## config.mk

```make
export PLATFORM = sky130hd
export DESIGN_NAME = cmh_front
export DESIGN_NICKNAME = d
export VERILOG_FILES = /design/src/rtl/cmh_pkg.sv /design/src/rtl/cmh_front.sv
export SDC_FILE = /design/constraint.sdc
export NUM_CORES = 2
export LEC_CHECK = 0
export ABC_AREA = 1
export BUFFER_PORTS_ARGS = -buffer_cell sky130_fd_sc_hd__buf_2
export CAP_MARGIN = 10
export CORE_MARGIN = 1
export CORE_UTILIZATION = 60
export CTS_BUF_LIST = sky130_fd_sc_hd__clkbuf_16
export DETAILED_ROUTE_END_ITERATION = 8
export PLACE_DENSITY = 0.79
export SETUP_SLACK_MARGIN = 0.05
export SYNTH_ARGS = -nofsm -noshare
export SYNTH_HDL_FRONTEND = slang
export SYNTH_SLANG_ARGS = --single-unit
```

## constraint.sdc

```tcl
create_clock -name aclk -period 6.2 [get_ports aclk]
set_input_delay 0 -clock aclk [delete_from_list [all_inputs] [get_ports aclk]]
set_output_delay 0 -clock aclk [all_outputs]
set_load 0.005 [all_outputs]
```

## src/rtl/cmh_pkg.sv

```systemverilog
// cmh_pkg: shared widths, constants, register indexes and types for the
// compass heading unit. No dependencies; used by every file in rtl/.
package cmh_pkg;

    // Parameter defaults
    localparam int CORDIC_STEPS_DEF = 16;
    localparam int SAMPLE_BITS_DEF  = 16;
    localparam int ATAN_LEN         = 24;

    // Field widths
    localparam int SAMPLE_W = 16;
    localparam int SPAN_W   = 16;
    localparam int DECL_W   = 15;
    localparam int IDX_W    = 3;
    localparam int DEG_W    = 9;

    // Internal widths
    localparam int NW  = 19;                  // 2*(v-min)-span
    localparam int CW  = 37;                  // scaled vector through CORDIC growth
    localparam int AW  = 21;                  // angle, Q.16 radians, signed
    localparam int HW  = 20;                  // positive wrapped angle magnitude
    localparam int KW  = 22;                  // 180/pi in Q.16
    localparam int PW  = HW + KW + 1;         // rounded product
    localparam int RW  = PW - 32;             // degrees before saturation

    // Angle constants, Q.16
    localparam logic signed [AW-1:0] ANG_PI     = AW'(205887);
    localparam logic signed [AW-1:0] ANG_TWO_PI = AW'(411775);
    localparam logic [KW-1:0]        DEG_PER_RAD = KW'(3754936);
    localparam logic [RW-1:0]        DEG_MAX     = RW'(360);

    // Queue between front and back
    localparam int QUEUE_DEPTH = 4;
    localparam int QPW         = $clog2(QUEUE_DEPTH);

    // Configuration register indexes
    localparam logic [IDX_W-1:0] REG_X_MIN  = 3'd0;
    localparam logic [IDX_W-1:0] REG_Y_MIN  = 3'd1;
    localparam logic [IDX_W-1:0] REG_X_SPAN = 3'd2;
    localparam logic [IDX_W-1:0] REG_Y_SPAN = 3'd3;
    localparam logic [IDX_W-1:0] REG_DECL   = 3'd4;

    typedef struct packed {
        logic signed [SAMPLE_W-1:0] x_min;
        logic signed [SAMPLE_W-1:0] y_min;
        logic [SPAN_W-1:0]          x_span;
        logic [SPAN_W-1:0]          y_span;
        logic signed [DECL_W-1:0]   decl;
    } cfg_t;

    // One pre-rotated vector waiting for the CORDIC
    typedef struct packed {
        logic signed [CW-1:0] vx;
        logic signed [CW-1:0] vy;
        logic signed [AW-1:0] ang;
        logic                 zero;
    } item_t;

    // atan(2^-i) in Q.16, rounded to nearest
    function automatic logic signed [AW-1:0] atan_q16(input int idx);
        logic signed [AW-1:0] r;
        case (idx)
            0:       r = AW'(51472);
            1:       r = AW'(30386);
            2:       r = AW'(16055);
            3:       r = AW'(8150);
            4:       r = AW'(4091);
            5:       r = AW'(2047);
            6:       r = AW'(1024);
            7:       r = AW'(512);
            8:       r = AW'(256);
            9:       r = AW'(128);
            10:      r = AW'(64);
            11:      r = AW'(32);
            12:      r = AW'(16);
            13:      r = AW'(8);
            14:      r = AW'(4);
            15:      r = AW'(2);
            16:      r = AW'(1);
            default: r = '0;
        endcase
        return r;
    endfunction

endpackage

```

## src/rtl/cmh_front.sv

```systemverilog
// cmh_front: accepts raw samples, applies hard-iron offset and span scaling,
// and folds the vector into the right half plane. Depends on cmh_pkg.
module cmh_front #(
    parameter int SAMPLE_BITS = cmh_pkg::SAMPLE_BITS_DEF
) (
    input  logic                          aclk,
    input  logic                          aresetn,
    input  logic                          s_valid,
    output logic                          s_ready,
    input  logic [cmh_pkg::SAMPLE_W-1:0]  s_mag_x,
    input  logic [cmh_pkg::SAMPLE_W-1:0]  s_mag_y,
    input  cmh_pkg::cfg_t                 cfg,
    output logic                          q_push,
    output cmh_pkg::item_t                q_item,
    input  logic                          q_ready
);

    localparam int NW = cmh_pkg::NW;
    localparam int CW = cmh_pkg::CW;
    localparam int AW = cmh_pkg::AW;
    localparam int SW = cmh_pkg::SAMPLE_W;
    localparam int PRW = NW + cmh_pkg::SPAN_W + 1;

    logic adv;

    // stage 1: centered, doubled axes
    logic                 v1_reg;
    logic signed [NW-1:0] nx_reg, ny_reg;
    logic signed [SW-1:0] mx, my;
    logic signed [SW:0]   dx, dy;
    logic signed [NW-1:0] nx_next, ny_next;

    // stage 2: cross-scaled vector
    logic                 v2_reg;
    logic signed [CW-1:0] px_reg, py_reg;
    logic signed [SW+1:0] xs, ys;
    logic signed [PRW-1:0] px, py;

    // stage 3: half-plane fold
    logic                 v3_reg;
    cmh_pkg::item_t       it_reg, it_next;

    assign adv     = !v3_reg || q_ready;
    assign s_ready = adv;
    assign q_push  = v3_reg && q_ready;
    assign q_item  = it_reg;

    always_comb begin
        mx = SW'($signed(s_mag_x[SAMPLE_BITS-1:0]));
        my = SW'($signed(s_mag_y[SAMPLE_BITS-1:0]));
        dx = (SW+1)'(mx) - (SW+1)'(cfg.x_min);
        dy = (SW+1)'(my) - (SW+1)'(cfg.y_min);
        nx_next = (NW'(dx) <<< 1) - NW'($signed({1'b0, cfg.x_span}));
        ny_next = (NW'(dy) <<< 1) - NW'($signed({1'b0, cfg.y_span}));
    end

    always_comb begin
        xs = (SW+2)'($signed({1'b0, cfg.x_span}));
        ys = (SW+2)'($signed({1'b0, cfg.y_span}));
        px = PRW'(nx_reg * ys);
        py = PRW'(ny_reg * xs);
    end

    // left half plane: negate and start from +/-pi
    always_comb begin
        it_next.zero = (px_reg == '0) && (py_reg == '0);
        if (px_reg < 0) begin
            it_next.vx  = -px_reg;
            it_next.vy  = -py_reg;
            it_next.ang = (py_reg >= 0) ? cmh_pkg::ANG_PI : -cmh_pkg::ANG_PI;
        end else begin
            it_next.vx  = px_reg;
            it_next.vy  = py_reg;
            it_next.ang = '0;
        end
    end

    always_ff @(posedge aclk) begin
        if (!aresetn) begin
            v1_reg <= 1'b0;
            v2_reg <= 1'b0;
            v3_reg <= 1'b0;
        end else if (adv) begin
            v1_reg <= s_valid;
            v2_reg <= v1_reg;
            v3_reg <= v2_reg;
        end
    end

    always_ff @(posedge aclk) begin
        if (adv) begin
            nx_reg <= nx_next;
            ny_reg <= ny_next;
            px_reg <= CW'(px);
            py_reg <= CW'(py);
            it_reg <= it_next;
        end
    end

endmodule

```

==> results.tsv <==
stage	metric	value	unit
clock_tree	total CTS buffers	17	
sta	Final WS setup	0.264	ns
synth	Synth Register Bits	191	
clock_tree	clk buf depth	2	
synth	Post-Syn Area	0.0358	mm2
synth	syn_area_per_cell	8.19	um2
clock_tree	Max H-tree Level	4	
setup_path	Most common cell on crit path	fa_1	
setup_path	CP Data Arrival Time	6.14	ns
routing	DRC Markers	0	
finish	Largest register FFs	78	
synth	Synth Flop Type	edfxtp_1	
floorplan	Core ar.	0.0590	mm2
setup_path	kind of critical path	register to register	
sta	fmax	168	MHz
floorplan	Die ar.	0.0607	mm2
setup_path	Buf/Inv on CP	5	
routing	met2 wire len	41100	um
sta	Final Cycle Share	0.957	
synth	Synth top area share	0.345	
synth	yosys warns	0	
floorplan	Die Ht	246	um
placement	Port Buffer Count	197	
global_routing	GRT Overall Usage	0.295	
clock_tree	clk sinks	191	
routing	via count	27800	
sta	Final Max Slew Viols	0	
sta	hold slack	0.127	ns
routing	wire per inst	16.0	um
synth	top cells by area, synth	fa_1, edfxtp_1, inv_1, nand2_1, ha_1	
run	MaxCap Viol Count	0	
global_routing	pin count of the biggest net entering global routing	127	
setup_path	WP data required	6.41	ns
setup_path	nature of the critical path startpoint	register	
setup_path	ordered cell list for the critical path	buf_4 -> nand2_1 -> fa_1 -> fa_1 -> clkinvlp_4 -> buf_4 -> fa_1 -> inv_1 -> fa_1 -> fa_1 -> fa_1 -> inv_1 -> ha_1 -> nand2_1 -> nor2_1 -> nand2_1 -> nor3_1 -> a21boi_1 -> nor2_1 -> xor2_1	
synth	Async SR Flop Fraction	0	
finish	Final #Nets	5491	
floorplan	Top Ports	213	
setup_path	slowest cell on the critical path	fa_1	
setup_path	reg2reg setup slack	0.26	ns
routing	Met3 Wirelength	6820	um
sta	minimum clock period	5.94	ns
finish	share of cells above drive strength 1	0.0866	
hold_path	Hold WC Path Type	primary input to register	
global_routing	gr ovfl total	0	
global_routing	first-pass GRT wire length	141000	um
sta	Final Skew	0.0275	ns
routing	post-detailed-route count of antenna-violating nets	0	
clock_tree	CTS tree	yes	
sta	worst relative slew slack	0.242	
clock_tree	clk root buf	clkbuf_16	
finish	fin util	0.651	
synth	synth unique cells	50	
sta	worst-margin pin slew	1.14	ns
finish	P&R area growth vs syn	7.23	%
synth	Synth top cells by count	inv_1, nand2_1, fa_1	
routing	DR top layer	met4	
routing	Pre-antenna DRT Iters	6	
synth	top-count cell post-synth	inv_1	
sta	RSZ-0062 raised after global routing	true	
synth	leading area contributor after synthesis	fa_1	
routing	Detailed Route Iter0 Violations	2015	
clock_tree	Worst-Skew Late Latency	0.48	ns
synth	sequential area share after synthesis	0.159	
setup_path	max incr delay on CP	0.56	ns
setup_path	crit end category	register	
synth	Cells after Synth	4377	
placement	HPWL after detailed placement	69900	um
sta	Fin. Hold Viols	0	
sta	Setup-failing EPs final	0	
floorplan	chip width	246	um
global_routing	number of global-route vias before repair	29100	
global_routing	antenna violations before repair	0	
routing	Via density	5.25	
setup_path	Largest delay share family, worst path	adder cells	
floorplan	Placement Rows	89	
routing	wirelength, routed	84600	um
synth	Synth Net Count	5356	
placement	GP Congestion	0.953	
synth	Post-synth EDFFs	188	
floorplan	initial core utilization	0.607	
routing	WL met1	34400	um
run_status	status	finished, final reports clean	
clock_tree	Reg clk slew, reported paths	0.10	ns
setup_path	largest fanout on the critical path	11	
sta	TNS Setup	0	ns
placement	dpl ws	0.183	ns
## path summary, 6_finish.rpt
kind	startpoint	cells after the start	to
worst min register to register	v2_reg	2	v2_reg
worst min-delay path	cfg[15]	1	ny_reg[0]
worst max-delay path	nx_reg[18]	20	px_reg[35]
worst max register to register	nx_reg[18]	20	px_reg[35]
## cells by family (layout without fill, tap and decap cells)
logic type                 count (synthesis)  after routing  share of synthesized area
adders and majority gates                864            864                      0.431
other                                      1              2                   0.000105
AOI/OAI and AO/OA                        326            326                     0.0535
DFF                                      191            191                      0.159
and+or+nand+nor                         1353           1353                      0.156
xor gates and xnor gates                 185            185                     0.0454
buffers and inverters                   1457           1605                      0.155
## cells in the final DEF (no fill, tap or decap), types with 12 or more instances in the layout
| cell type | Yosys | final |
|---|---|---|
| buf_2 | 2 | 197 |
| nand2_1 | 971 | 971 |
| nand4_1 | 19 | 19 |
| nand3_1 | 94 | 94 |
| clkbuf_16 | 0 | 17 |
| xor2_1 | 118 | 118 |
| o21ai_2 | 15 | 15 |
| o21bai_1 | 21 | 21 |
| fa_1 | 618 | 616 |
| ha_1 | 246 | 245 |
| xnor2_1 | 66 | 66 |
| a21o_1 | 16 | 16 |
| o21ai_0 | 68 | 68 |
| edfxtp_1 | 188 | 188 |
| o21ai_1 | 12 | 12 |
| nor3_1 | 32 | 32 |
| a21oi_1 | 148 | 147 |
| nor2_1 | 181 | 181 |
| buf_4 | 18 | 78 |
| nor2_2 | 14 | 14 |
| inv_1 | 1286 | 1282 |
## metrics by stage
stage	area, um2	std cells
6_report	38400	5299
5_1_grt	38400	5298
4_1_cts	38100	5272
3_5_place_dp	37500	5236
3_3_place_gp	37500	5236
2_1_floorplan	35800	4377
## routing by layer
| layer | vias to the layer above | track usage |
|---|---|---|
| li1 | 13000 | - |
| met1 | 13500 | 0.388 |
| met2 | 1129 | 0.501 |
| met3 | 158 | 0.0426 |
| met4 | 0 | 0.0964 |
| met5 | - | 0 |
## timing repair
item,4_1_cts,5_1_grt
setup endpoints to repair,0,16
buffers inserted,0,26
hold endpoints to repair,3,0
gates resized for setup,0,8
hold buffers,4,0
## final cells by class
class / count / area [um2]
clock inverters: 15 / 171
fillers: 4888 / 20600
clock buffers: 17 / 425
diodes: 1 / 2.50
inverters: 1290 / 4860
multi-input cells: 2729 / 24600
repair buffers: 283 / 1690
flip-flops and latches: 191 / 5710
well taps: 773 / 967
Power is not shown: default switching activity piles up to over one toggle a cycle in this logic, so the estimate is an artifact.
