[src/rtl/cmh_pkg.sv]
// cmh_pkg: shared widths, constants, register indexes and types for the
// compass heading unit. No dependencies; used by every file in rtl/.
package cmh_pkg;

    // Parameter defaults
    localparam int CORDIC_STEPS_DEF = 16;
    localparam int SAMPLE_BITS_DEF  = 16;
    localparam int ATAN_LEN         = 24;

    // Field widths
    localparam int SAMPLE_W = 16;
    localparam int SPAN_W   = 16;
    localparam int DECL_W   = 15;
    localparam int IDX_W    = 3;
    localparam int DEG_W    = 9;

    // Internal widths
    localparam int NW  = 19;                  // 2*(v-min)-span
    localparam int CW  = 37;                  // scaled vector through CORDIC growth
    localparam int AW  = 21;                  // angle, Q.16 radians, signed
    localparam int HW  = 20;                  // positive wrapped angle magnitude
    localparam int KW  = 22;                  // 180/pi in Q.16
    localparam int PW  = HW + KW + 1;         // rounded product
    localparam int RW  = PW - 32;             // degrees before saturation

    // Angle constants, Q.16
    localparam logic signed [AW-1:0] ANG_PI     = AW'(205887);
    localparam logic signed [AW-1:0] ANG_TWO_PI = AW'(411775);
    localparam logic [KW-1:0]        DEG_PER_RAD = KW'(3754936);
    localparam logic [RW-1:0]        DEG_MAX     = RW'(360);

    // Queue between front and back
    localparam int QUEUE_DEPTH = 4;
    localparam int QPW         = $clog2(QUEUE_DEPTH);

    // Configuration register indexes
    localparam logic [IDX_W-1:0] REG_X_MIN  = 3'd0;
    localparam logic [IDX_W-1:0] REG_Y_MIN  = 3'd1;
    localparam logic [IDX_W-1:0] REG_X_SPAN = 3'd2;
    localparam logic [IDX_W-1:0] REG_Y_SPAN = 3'd3;
    localparam logic [IDX_W-1:0] REG_DECL   = 3'd4;

    typedef struct packed {
        logic signed [SAMPLE_W-1:0] x_min;
        logic signed [SAMPLE_W-1:0] y_min;
        logic [SPAN_W-1:0]          x_span;
        logic [SPAN_W-1:0]          y_span;
        logic signed [DECL_W-1:0]   decl;
    } cfg_t;

    // One pre-rotated vector waiting for the CORDIC
    typedef struct packed {
        logic signed [CW-1:0] vx;
        logic signed [CW-1:0] vy;
        logic signed [AW-1:0] ang;
        logic                 zero;
    } item_t;

    // atan(2^-i) in Q.16, rounded to nearest
    function automatic logic signed [AW-1:0] atan_q16(input int idx);
        logic signed [AW-1:0] r;
        case (idx)
            0:       r = AW'(51472);
            1:       r = AW'(30386);
            2:       r = AW'(16055);
            3:       r = AW'(8150);
            4:       r = AW'(4091);
            5:       r = AW'(2047);
            6:       r = AW'(1024);
            7:       r = AW'(512);
            8:       r = AW'(256);
            9:       r = AW'(128);
            10:      r = AW'(64);
            11:      r = AW'(32);
            12:      r = AW'(16);
            13:      r = AW'(8);
            14:      r = AW'(4);
            15:      r = AW'(2);
            16:      r = AW'(1);
            default: r = '0;
        endcase
        return r;
    endfunction

endpackage

[src/rtl/cmh_queue.sv]
// cmh_queue: small FIFO of pre-rotated vectors between front and back.
// Depends on cmh_pkg.
module cmh_queue (
    input  logic           aclk,
    input  logic           aresetn,
    input  logic           push,
    input  cmh_pkg::item_t push_item,
    output logic           not_full,
    input  logic           pop,
    output cmh_pkg::item_t head,
    output logic           not_empty
);

    localparam int DEPTH = cmh_pkg::QUEUE_DEPTH;
    localparam int PW    = cmh_pkg::QPW;

    cmh_pkg::item_t    mem [DEPTH];
    logic [PW-1:0]     wr_ptr_reg, rd_ptr_reg;
    logic [PW:0]       count_reg, count_next;

    assign not_full  = count_reg != (PW+1)'(DEPTH);
    assign not_empty = count_reg != '0;
    assign head      = mem[rd_ptr_reg];

    always_comb begin
        count_next = count_reg;
        if (push && !pop) begin
            count_next = count_reg + 1'b1;
        end else if (pop && !push) begin
            count_next = count_reg - 1'b1;
        end
    end

    always_ff @(posedge aclk) begin
        if (!aresetn) begin
            wr_ptr_reg <= '0;
            rd_ptr_reg <= '0;
            count_reg  <= '0;
        end else begin
            if (push) begin
                wr_ptr_reg <= (wr_ptr_reg == PW'(DEPTH-1)) ? '0 : wr_ptr_reg + 1'b1;
            end
            if (pop) begin
                rd_ptr_reg <= (rd_ptr_reg == PW'(DEPTH-1)) ? '0 : rd_ptr_reg + 1'b1;
            end
            count_reg <= count_next;
        end
    end

    always_ff @(posedge aclk) begin
        if (push) begin
            mem[wr_ptr_reg] <= push_item;
        end
    end

endmodule

[config.mk]
export PLATFORM = sky130hd
export DESIGN_NAME = cmh_queue
export DESIGN_NICKNAME = d
export VERILOG_FILES = /design/src/rtl/cmh_pkg.sv /design/src/rtl/cmh_queue.sv
export SDC_FILE = /design/constraint.sdc
export NUM_CORES = 1
export LEC_CHECK = 0
export ABC_AREA = 1
export BUFFER_PORTS_ARGS = -buffer_cell sky130_fd_sc_hd__buf_2
export CAP_MARGIN = 20
export CORE_MARGIN = 3
export CORE_UTILIZATION = 30
export CTS_CLUSTER_DIAMETER = 150
export DETAILED_ROUTE_END_ITERATION = 10
export PLACE_DENSITY_LB_ADDON = 0.1
export SLEW_MARGIN = 20
export SYNTH_ARGS = -nofsm -noshare
export SYNTH_HDL_FRONTEND = slang
export SYNTH_SLANG_ARGS = --single-unit
[constraint.sdc]
create_clock -name aclk -period 8 [get_ports aclk]
set_input_delay 0 -clock aclk [delete_from_list [all_inputs] [get_ports aclk]]
set_output_delay 0 -clock aclk [all_outputs]
set_load 0.005 [all_outputs]
==> results.py, run 1 <==
metrics = {
    "min_path": {
        "min_path_cells": 2,
        "hold_end": "mem[0][85]$_DFFE_PP_",
        "hold_start": "push_item[85]",
        "hp-class": "in2reg",
    },
    "worst_setup_path": {
        "path_buf_inv": 3,
        "worstPathCellList": "buf_4 > buf_4 > o21ai_0 > o22ai_1 > buf_2",
        "r2r-start": "wr_ptr_reg[0]$_SDFFE_PN0P_",
        "r2r_cells": 5,
        "critPathKind": "reg2out",
        "cp-end-kind": "output port",
        "critPathArrivalTime_ps": 3440,
        "crit_family": "buffers and inverters",
        "critical_path_required_ps": 8000,
        "critPathLaunchType": "flip-flop",
        "critPathMaxFanout": 83,
        "regToRegSetupSlack_ps": 5550,
        "worst_path_max_delay_cell": "buf_4",
        "critical_path.max_stage_delay_ps": 770,
        "cpMostUsedCell": "buf_4",
        "reg2reg_to": "mem[2][79]$_DFFE_PP_",
    },
    "floorplanning": {
        "coreArea_um2": 48100,
        "rows": 80,
        "initial_core_util_pct": 30.6,
        "pin_count": 198,
        "die_y_um": 228,
        "dieArea_um2": 51800,
        "die_w_um": 228,
    },
    "clock_network": {
        "clock_path_buffers": 3,
        "post_cts_buffers": 0,
        "cts_tree": "yes",
        "cts.sinks": 393,
        "cts_root_buf": "clkbuf_16",
        "cts-resized-gates": 0,
        "cts_buffers": 44,
        "htreeDepth": 2,
        "clkTransAtPathRegs_ps": 60,
        "clkLatencyLatePin_ps": 550,
    },
    "layout": {
        "final_cell_area_um2": 18500,
        "ff_latch_area_um2": 11700,
        "area_delta_synth_final_pct": 25.7,
        "multiInputGateArea_um2": 2500,
        "utilization_pct": 38.5,
        "largest_reg_flops": 384,
        "fin_nets": 1385,
        "layout-drive-gt1-share_pct": 20.6,
        "num-fill-cells": 4593,
    },
    "synth": {
        "synth.distinct_cells": 21,
        "netlist.area_leader.share_pct": 78.2,
        "synth_area_um2": 14700,
        "synth.net_count": 1095,
        "netlist_instances": 988,
        "synth.avg_cell_area_um2": 14.9,
        "yosysSeqAreaShare_pct": 79.5,
        "synth_area_leaders": "edfxtp_1 (78%), nor2_1 (5.0%), o22ai_1 (4.1%)",
        "yosys_warnings": 0,
        "ys_ff_latch": 393,
        "synth.largest_area_cell": "edfxtp_1",
    },
    "timing": {
        "finalSetupViolations": 0,
        "setup_tns_ps": 0,
        "tightest_slew_ps": 928,
        "final_max_slew_viol_count": 0,
        "fin_crit_ps": 3440,
        "fin_crit_sh_pct": 43.0,
        "maxSlewHeadroom_pct": 38.1,
        "timing.fmax_mhz": 291,
        "rsz0062_at_grt": "no",
        "skew_ps": 10.0,
        "hold_viol_final": 0,
    },
    "power_and_ir_drop": {
        "p_sw_mw": 1.08,
        "p_comb_share_pct": 9.3,
        "p_sw_share_pct": 22.9,
        "power.density_nw_per_um2": 255,
        "power_frac_clock_pct": 40.2,
        "p_int_mw": 3.65,
        "power_frac_seq_pct": 50.4,
        "vdd_ir_drop_max_mv": 0.144,
        "p_leak_nw": 6.43,
    },
    "drt": {
        "drc": 0,
        "initialDrtViolationCount": 451,
        "drt-vias-per-instance": 4.60,
        "wl_um": 36500,
        "first_pass_iters": 6,
        "num_vias": 9040,
        "wire_per_inst_um": 18.6,
        "antenna_left": 0,
    },
    "grt": {
        "antenna_found_initial": 6,
        "grt_pass1_wl_um": 55600,
        "grt.total_usage_pct": 14.2,
        "grt_pass1_vias": 9220,
        "grt_max_degree": 112,
        "grt_overflow": 0,
    },
    "job": {
        "cap_violations": 0,
    },
    "placement": {
        "placed_cell_area_um2": 16200,
        "hpwl_um": 19500,
        "gp_congestion": 0.693,
        "portBuffers": 197,
    },
    "status": {
        "outcome": "finished, final reports clean",
    },
}
-- per-stage QoR --
step / worst slack, ps / hold WS [ps] / instances / total power [mW]
after floorplan: 5100 / 98.9 / 988 / 2.65
after global placement: 5130 / 219 / 1788 / 2.84
after detailed placement: 5080 / 219 / 1788 / 2.84
after CTS: 4470 / 155 / 1966 / 4.81
after global routing: 4260 / 171 / 1967 / 4.95
final: 4560 / 203 / 1967 / 4.73
-- cell families after synthesis --
| logic type | share of synthesized area [%] |
|---|---|
| flops | 79.5 |
| simple gates | 5.43 |
| fa+ha+maj | 0.645 |
| buf+inv | 3.55 |
| compound gates | 10.9 |
-- layer usage --
layer / track usage, % / wire [µm] / vias up
met5: 0 / 67 / -
met4: 3.42 / 643 / 10
met3: 4.64 / 2510 / 55
met2: 22.8 / 16700 / 207
met1: 18.7 / 16500 / 4436
li1: - / - / 4332
-- area by class of cell --
type	instances	area share, %
flip-flops and latches	393	63.2
multi-input cells	515	13.5
repair buffers	306	11.1
clock buffers	57	6.32
well taps	656	4.43
clock inverters	21	0.952
inverters	18	0.452
diodes	1	0.0135
-- placed cells by master (no fill, tap or decap) --
cell	count
ha_1	6
fa_1	1
edfxtp_1	384
diode_2	1
nand3_1	3
a21oi_1	5
nand4_1	1
clkinv_2	6
dfxtp_1	7
bufinv_16	3
buf_2	197
o21ai_1	91
nor3_1	2
inv_1	12
inv_6	1
nor2_1	197
clkinvlp_4	2
clkinv_1	10
clkbuf_16	45
o21ai_0	105
buf_4	9
clkinv_4	1
clkbuf_1	12
nand2_1	8
dfxtp_4	2
inv_4	4
dlygate4sd3_1	100
o22ai_1	96
-- cells in the mapped netlist --
library cell  count
o21ai_0         105
nor3_1            2
a21oi_1           5
buf_2            11
o22ai_1          96
clkbuf_1         14
ha_1              6
fa_1              1
nand2_1           8
o21ai_1          91
inv_2             1
inv_1            16
nor2_1          197
dfxtp_1           9
nand4_1           1
buf_6            22
nand3_1           3
edfxtp_1        384
clkbuf_2          6
inv_4             1
buf_4             9
-- worst max path at each step --
stage / endpoint / depth (start not counted) / start / slack (ps)
floorplan: mem[3][0]$_DFFE_PP_ / 3 / wr_ptr_reg[0]$_SDFFE_PN0P_ / 5100
CTS: head[23] / 5 / flip-flop / 4470
global route: head[50] / 5 / flip-flop / 4260
finish: head[23] / 5 / flip-flop / 4560
detailed placement: head[23] / 5 / flip-flop / 5080
global placement: head[23] / 5 / flip-flop / 5130
-- what timing repair did --
| action | 4_1_cts | 5_1_grt |
|---|---|---|
| hold endpoints to repair | 393 | 0 |
| endpoints found under the setup margin | 0 | 0 |
| hold buffers | 100 | 0 |
-- worst register-to-register path: cells and delay by family (launching register included) --
| kind | cells | cell delay [ps] |
|---|---|---|
| adder cells (fa/ha/maj) | 1 | 140 |
| AND/OR/NAND/NOR | 1 | 80 |
| buffers and inverters | 3 | 1490 |
| flip-flops | 1 | 340 |
-- power by group through the flow --
stage	Clock, mW	Combinational (mW)	Sequential, mW
2_1_floorplan	0	0.227	2.42
3_3_place_gp	0	0.417	2.43
3_5_place_dp	0	0.417	2.43
4_1_cts	1.97	0.459	2.38
5_1_grt	2.06	0.499	2.39
6_report	1.90	0.442	2.38
Note: power is estimated with default switching activity, not from simulation.
==> run 2: changes to the inputs <==
==> constraint.sdc (replaced) <==
create_clock -name aclk -period 3.27 [get_ports aclk]
set_input_delay 0 -clock aclk [delete_from_list [all_inputs] [get_ports aclk]]
set_output_delay 0 -clock aclk [all_outputs]
set_load 0.005 [all_outputs]
==> run 2 against run 1 <==
Wire length down 1.9%. Sequential power up 140%. First-iteration DRC count down 28%. Die area unchanged. Sequential share of layout area down 0.41 points. Cell count about the same.
==> results.py, run 2 (synthesis gave the netlist of run 1 again) <==
metrics = {
    "power_and_ir_drop": {
        "power.total_mw": 11.5,
        "vdd_ir_drop_max_mv": 0.325,
        "p_sw_mw": 2.61,
        "p_comb_share_pct": 9.7,
        "p_sw_share_pct": 22.7,
        "power.density_nw_per_um2": 618,
        "p_leak_nw": 6.49,
        "p_int_mw": 8.92,
        "power_frac_clock_pct": 39.9,
        "power_frac_seq_pct": 50.3,
    },
    "floorplanning": {
        "coreArea_um2": 48100,
        "pin_count": 198,
        "die_w_um": 228,
        "rows": 80,
        "die_y_um": 228,
        "dieArea_um2": 51800,
        "initial_core_util_pct": 30.6,
    },
    "layout": {
        "layout_common_cells": "edfxtp_1 (384), nor2_1 (197), buf_2 (197)",
        "final_common_cell": "edfxtp_1",
        "fin_nets": 1389,
        "fin_cells": 1968,
        "largest_reg_flops": 384,
        "final_cell_area_um2": 18700,
        "area_delta_synth_final_pct": 26.6,
        "layout-drive-gt1-share_pct": 20.9,
        "num-fill-cells": 4565,
    },
    "timing": {
        "rsz0062_at_grt": "no",
        "whs_ps": 200,
        "fin_crit_ps": 2330,
        "setup_tns_ps": 0,
        "hold_viol_final": 0,
        "final_max_slew_viol_count": 0,
        "tightest_slew_ps": 887,
        "maxSlewHeadroom_pct": 40.8,
        "skew_ps": 8.06,
        "timing.fmax_mhz": 429,
        "fin_crit_sh_pct": 71.3,
        "finalSetupViolations": 0,
    },
    "placement": {
        "placed_cells": 1793,
        "placed_cell_area_um2": 16300,
        "portBuffers": 197,
        "gp_congestion": 0.688,
        "hpwl_um": 18600,
    },
    "worst_setup_path": {
        "critical_path.max_stage_delay_ps": 550,
        "critPathKind": "reg2out",
        "critical_path_required_ps": 3270,
        "critPathMaxFanout": 192,
        "critPathLaunchType": "flip-flop",
        "critPathArrivalTime_ps": 2330,
        "worstPathCellList": "buf_12 > o21ai_0 > o22ai_1 > buf_2",
        "regToRegSetupSlack_ps": 1460,
        "cp-end-kind": "output port",
        "worst_path_max_delay_cell": "buf_12",
    },
    "clock_network": {
        "cts-resized-gates": 0,
        "post_cts_buffers": 0,
        "clkLatencyLatePin_ps": 550,
        "cts_tree": "yes",
        "hold_buffers": 99,
        "cts_root_buf": "clkbuf_16",
        "clkTransAtPathRegs_ps": 50,
        "htreeDepth": 2,
        "cts_buffers": 44,
        "clock_path_buffers": 3,
        "cts.sinks": 393,
    },
    "drt": {
        "drc": 0,
        "wire_per_inst_um": 18.2,
        "wl_um": 35800,
        "initialDrtViolationCount": 323,
        "antenna_left": 0,
        "first_pass_iters": 6,
        "num_vias": 8870,
        "drt-vias-per-instance": 4.51,
    },
    "grt": {
        "grt_max_degree": 193,
        "grt.total_usage_pct": 13.6,
        "antenna_found_initial": 3,
        "grt_overflow": 0,
        "grt_pass1_vias": 8929,
        "grt_pass1_wl_um": 53500,
    },
    "status": {
        "outcome": "finished, final reports clean",
    },
    "job": {
        "cap_violations": 0,
    },
    "min_path": {
        "hp-class": "in2reg",
    },
}
[run 2: changes by cell type in the layout (fill, tap and decap cells not counted), sizes merged]
cell / delta
clkbuf: -4
clkinv: +2
buf: +5
diode: +1
clkinvlp: -2
dlygate4sd3: -1
[run 2: cell type report]
| type | instances | area, µm² | area share (%) |
|---|---|---|---|
| sequential | 393 | 11700 | 62.8 |
| antenna | 2 | 5.00 | 0.0268 |
| timing repair buffer | 310 | 2190 | 11.8 |
| clock inverter | 21 | 170 | 0.912 |
| inverter | 18 | 83.8 | 0.449 |
| tap | 656 | 821 | 4.40 |
| clock buffer | 53 | 1160 | 6.20 |
| multi-input combinational | 515 | 2500 | 13.4 |
[run 2: power by group through the flow]
stage / clock, mW / sequential [mW] / combinational (mW)
after detailed placement: 0 / 5.91 / 1.06
after global placement: 0 / 5.91 / 1.06
final: 4.61 / 5.80 / 1.12
after CTS: 4.77 / 5.81 / 1.16
after global routing: 4.96 / 5.82 / 1.26
after floorplan: 0 / 5.92 / 0.556
[run 2: per-layer routing]
metal	track usage [%]	up-vias	part of all wire [%]
met4	4.07	2	2.0
met5	0	-	0.020
met2	22.9	188	48
met1	17.4	4308	44
met3	3.54	52	5.8
li1	-	4320	-
[run 2: stage by stage]
| stage | worst slack [ps] | utilization (%) |
|---|---|---|
| 2_1_floorplan | 375 | - |
| 4_1_cts | 882 | 38.7 |
| 3_5_place_dp | 1440 | 33.9 |
| 6_report | 940 | 38.7 |
| 3_3_place_gp | 1430 | 33.9 |
| 5_1_grt | 801 | 38.7 |
[run 2: critical path, delay by kind of cell (launching register included)]
family                 cells  cell delay, ps
flip-flops                 1             380
AO/OA/AOI/OAI              2             520
buffers and inverters      2             730
[run 2: worst paths after layout]
check / from / end / cells after the start
worst min-delay path: push_item[22] / mem[1][22]$_DFFE_PP_ / 2
worst min register to register: count_reg[1]$_SDFFE_PN0P_ / count_reg[1]$_SDFFE_PN0P_ / 2
worst max-delay path: flip-flop / head[68] / 4
worst max register to register: wr_ptr_reg[0]$_SDFFE_PN0P_ / mem[2][78]$_DFFE_PP_ / 5
==> run 3: changes to the inputs <==
--- a/config.mk
+++ b/config.mk
@@ -5,7 +5,7 @@
 export SDC_FILE = /design/constraint.sdc
 export NUM_CORES = 1
 export LEC_CHECK = 0
-export ABC_AREA = 1
+export ABC_AREA = 0
 export BUFFER_PORTS_ARGS = -buffer_cell sky130_fd_sc_hd__buf_2
 export CAP_MARGIN = 20
 export CORE_MARGIN = 3
==> constraint.sdc (replaced) <==
create_clock -name aclk -period 2.3 [get_ports aclk]
set_input_delay 0 -clock aclk [delete_from_list [all_inputs] [get_ports aclk]]
set_output_delay 0 -clock aclk [all_outputs]
set_load 0.005 [all_outputs]
==> run 3 against run 2 <==
Clock-buffer cell count up 4. Worst hold slack gained 6.6 ps. Clock power increased by 48%. Utilization rose by 1.1 points. Clock skew rose by 0.52 ps. Critical path depth decreased by 1. Global-route usage down 1.1 points. Cell count decreased by 23%. Largest power group unchanged.
==> results.py, run 3 <==
metrics = {
    "status": {
        "outcome": "finished, final reports clean",
    },
    "worst_setup_path": {
        "critPathArrivalTime_ps": 2090,
        "critical_path_required_ps": 2300,
        "r2r-start": "wr_ptr_reg[0]$_SDFFE_PN0P_",
        "r2r_cells": 3,
        "worst_path_max_delay_cell": "mux4_2",
        "critical_path.max_stage_delay_ps": 600,
        "critPathMaxFanout": 52,
        "path_buf_inv": 2,
        "reg2reg_to": "mem[3][24]$_DFFE_PP_",
        "crit_family": "multiplexers",
        "critPathKind": "reg2out",
        "worstPathCellList": "buf_12 > mux4_2 > buf_2",
        "critPathLaunchType": "flip-flop",
        "cp-end-kind": "output port",
        "regToRegSetupSlack_ps": 600,
    },
    "placement": {
        "hpwl_um": 19100,
        "pre_cts_slack_ps": 554,
        "portBuffers": 197,
        "placed_cell_area_um2": 16200,
        "gp_congestion": 0.669,
    },
    "floorplanning": {
        "coreArea_um2": 46900,
        "die_w_um": 224,
        "initial_core_util_pct": 30.5,
        "die_y_um": 224,
        "dieArea_um2": 50300,
        "rows": 79,
        "pin_count": 198,
    },
    "synth": {
        "synth.most_common_cell": "edfxtp_1",
        "ys_ff_latch": 393,
        "synth-edff-count": 384,
        "synth.net_count": 654,
        "synth.avg_cell_area_um2": 26.1,
        "async_flop_share_pct": 0,
        "synth_area_um2": 14300,
        "synth_area_leaders": "edfxtp_1 (81%), mux4_2 (15%), dfxtp_1 (1.3%)",
        "synth.distinct_cells": 22,
        "yosysSeqAreaShare_pct": 81.9,
        "netlist_instances": 547,
        "ys_top_cells_by_count": "edfxtp_1 (384), mux4_2 (96), buf_2 (11)",
        "synth.largest_area_cell": "edfxtp_1",
        "synth_ff_type": "edfxtp_1",
        "netlist.area_leader.share_pct": 80.6,
        "yosys_warnings": 0,
    },
    "min_path": {
        "hold_start": "push_item[26]",
        "min_path_cells": 2,
        "hold_end": "mem[0][26]$_DFFE_PP_",
        "hp-class": "in2reg",
    },
    "drt": {
        "first_pass_iters": 4,
        "drc": 0,
        "num_vias": 6881,
        "antenna_left": 0,
        "wl_um": 31500,
        "drt-vias-per-instance": 4.51,
        "wire_per_inst_um": 20.7,
        "initialDrtViolationCount": 402,
    },
    "grt": {
        "grt.busiest_layer": "met2",
        "grt_max_degree": 69,
        "grt_pass1_vias": 7681,
        "antenna_found_initial": 3,
        "grt_pass1_wl_um": 47200,
        "global_route.usage.met1_pct": 16.2,
        "grt.total_usage_pct": 12.5,
        "grt_overflow": 0,
        "grt_use_met2_pct": 20.7,
        "grtUsageMet3_pct": 3.13,
    },
    "clock_network": {
        "cts_buffers": 43,
        "cts.sinks": 393,
        "clock_path_buffers": 3,
        "cts_root_buf": "clkbuf_16",
        "cts-resized-gates": 0,
        "htreeDepth": 2,
        "cts_tree": "yes",
        "clkLatencyLatePin_ps": 540,
        "clkTransAtPathRegs_ps": 60,
    },
    "timing": {
        "rsz0062_at_grt": "no",
        "final_max_slew_viol_count": 0,
        "fin_crit_sh_pct": 90.9,
        "hold_viol_final": 0,
        "fin_crit_ps": 2090,
        "worst_slack_ps": 210,
        "skew_ps": 8.58,
        "maxSlewHeadroom_pct": 65.7,
        "timing.fmax_mhz": 478,
        "finalSetupViolations": 0,
        "setup_tns_ps": 0,
        "whs_ps": 206,
        "tightest_slew_ps": 514,
    },
    "layout": {
        "largest_reg_flops": 384,
        "area_delta_synth_final_pct": 30.3,
        "layout_common_cells": "edfxtp_1 (384), buf_2 (197), dlygate4sd3_1 (100)",
        "final_common_cell": "edfxtp_1",
        "final_cell_area_um2": 18600,
        "fin_nets": 993,
        "layout-drive-gt1-share_pct": 41.4,
    },
    "power_and_ir_drop": {
        "power_frac_seq_pct": 50.1,
        "vdd_ir_drop_max_mv": 0.391,
        "p_leak_nw": 6.30,
        "power.density_nw_per_um2": 889,
        "p_comb_share_pct": 8.7,
        "power_frac_clock_pct": 41.3,
        "p_int_mw": 13.2,
        "p_sw_mw": 3.42,
        "p_sw_share_pct": 20.6,
    },
    "job": {
        "cap_violations": 0,
    },
}
==> run 3: cell count changes after synthesis, sizes merged, moves of 7 or more <==
cell    previous run  this run
buf               42        17
mux4               0        96
nand2              8         1
nor2             197         2
inv               18         4
o22ai             96         0
o21ai            196         1
clkbuf            20         5
==> run 3: repair_timing <==
item | in CTS | in global routing
setup buffers | 0 | 0
hold buffers | 100 | 0
endpoints found under the hold margin | 393 | 0
==> run 3: worst max path at each step <==
stage | from | cells past startpoint | end
after global placement | wr_ptr_reg[0]$_SDFFE_PN0P_ | 3 | mem[3][24]$_DFFE_PP_
after floorplan | wr_ptr_reg[0]$_SDFFE_PN0P_ | 2 | mem[3][0]$_DFFE_PP_
after CTS | flip-flop | 3 | head[44]
after global routing | flip-flop | 3 | head[44]
final | flip-flop | 3 | head[44]
after detailed placement | wr_ptr_reg[0]$_SDFFE_PN0P_ | 3 | mem[3][24]$_DFFE_PP_
==> run 3: cell type report <==
cell class	count	area, µm²
clock inverters	17	213
clock buffers	57	1200
fillers	4267	28200
diodes	3	7.51
repair buffers	316	2290
inverters	4	15.0
flip-flops and latches	393	11700
multi-input cells	128	2440
well taps	607	759
==> run 3: power groups by stage <==
stage | combinational, mW | sequential [mW] | clock (mW)
after floorplan | 0.682 | 8.42 | 0
after global placement | 1.33 | 8.43 | 0
after detailed placement | 1.35 | 8.45 | 0
after CTS | 1.50 | 8.30 | 7.08
after global routing | 1.58 | 8.32 | 7.38
final | 1.44 | 8.29 | 6.84
==> run 3: kinds of logic (layout without fill, tap and decap cells) <==
group | count (synthesis) | after routing | share of synthesized area, %
DFF | 393 | 393 | 81.9
muxes | 100 | 100 | 15.4
adders and majority gates | 7 | 7 | 0.665
xor gates and xnor gates | 2 | 2 | 0.122
buffers and inverters | 26 | 394 | 1.15
AOI/OAI and AO/OA | 3 | 3 | 0.140
and+or+nand+nor | 16 | 16 | 0.639
other | 0 | 3 | 0
==> run 3: through the flow <==
stage	util, %	instances	power (mW)
after floorplan	-	547	9.10
after global placement	34.6	1348	9.76
after detailed placement	34.6	1348	9.80
after CTS	39.8	1522	16.9
after global routing	39.8	1524	17.3
final	39.8	1525	16.6
==> run 3: metal layers <==
layer	vias up	part of all wire, %
met2	175	49
met3	49	5.5
met5	-	0.022
met4	2	2.0
met1	3613	43
li1	3042	-
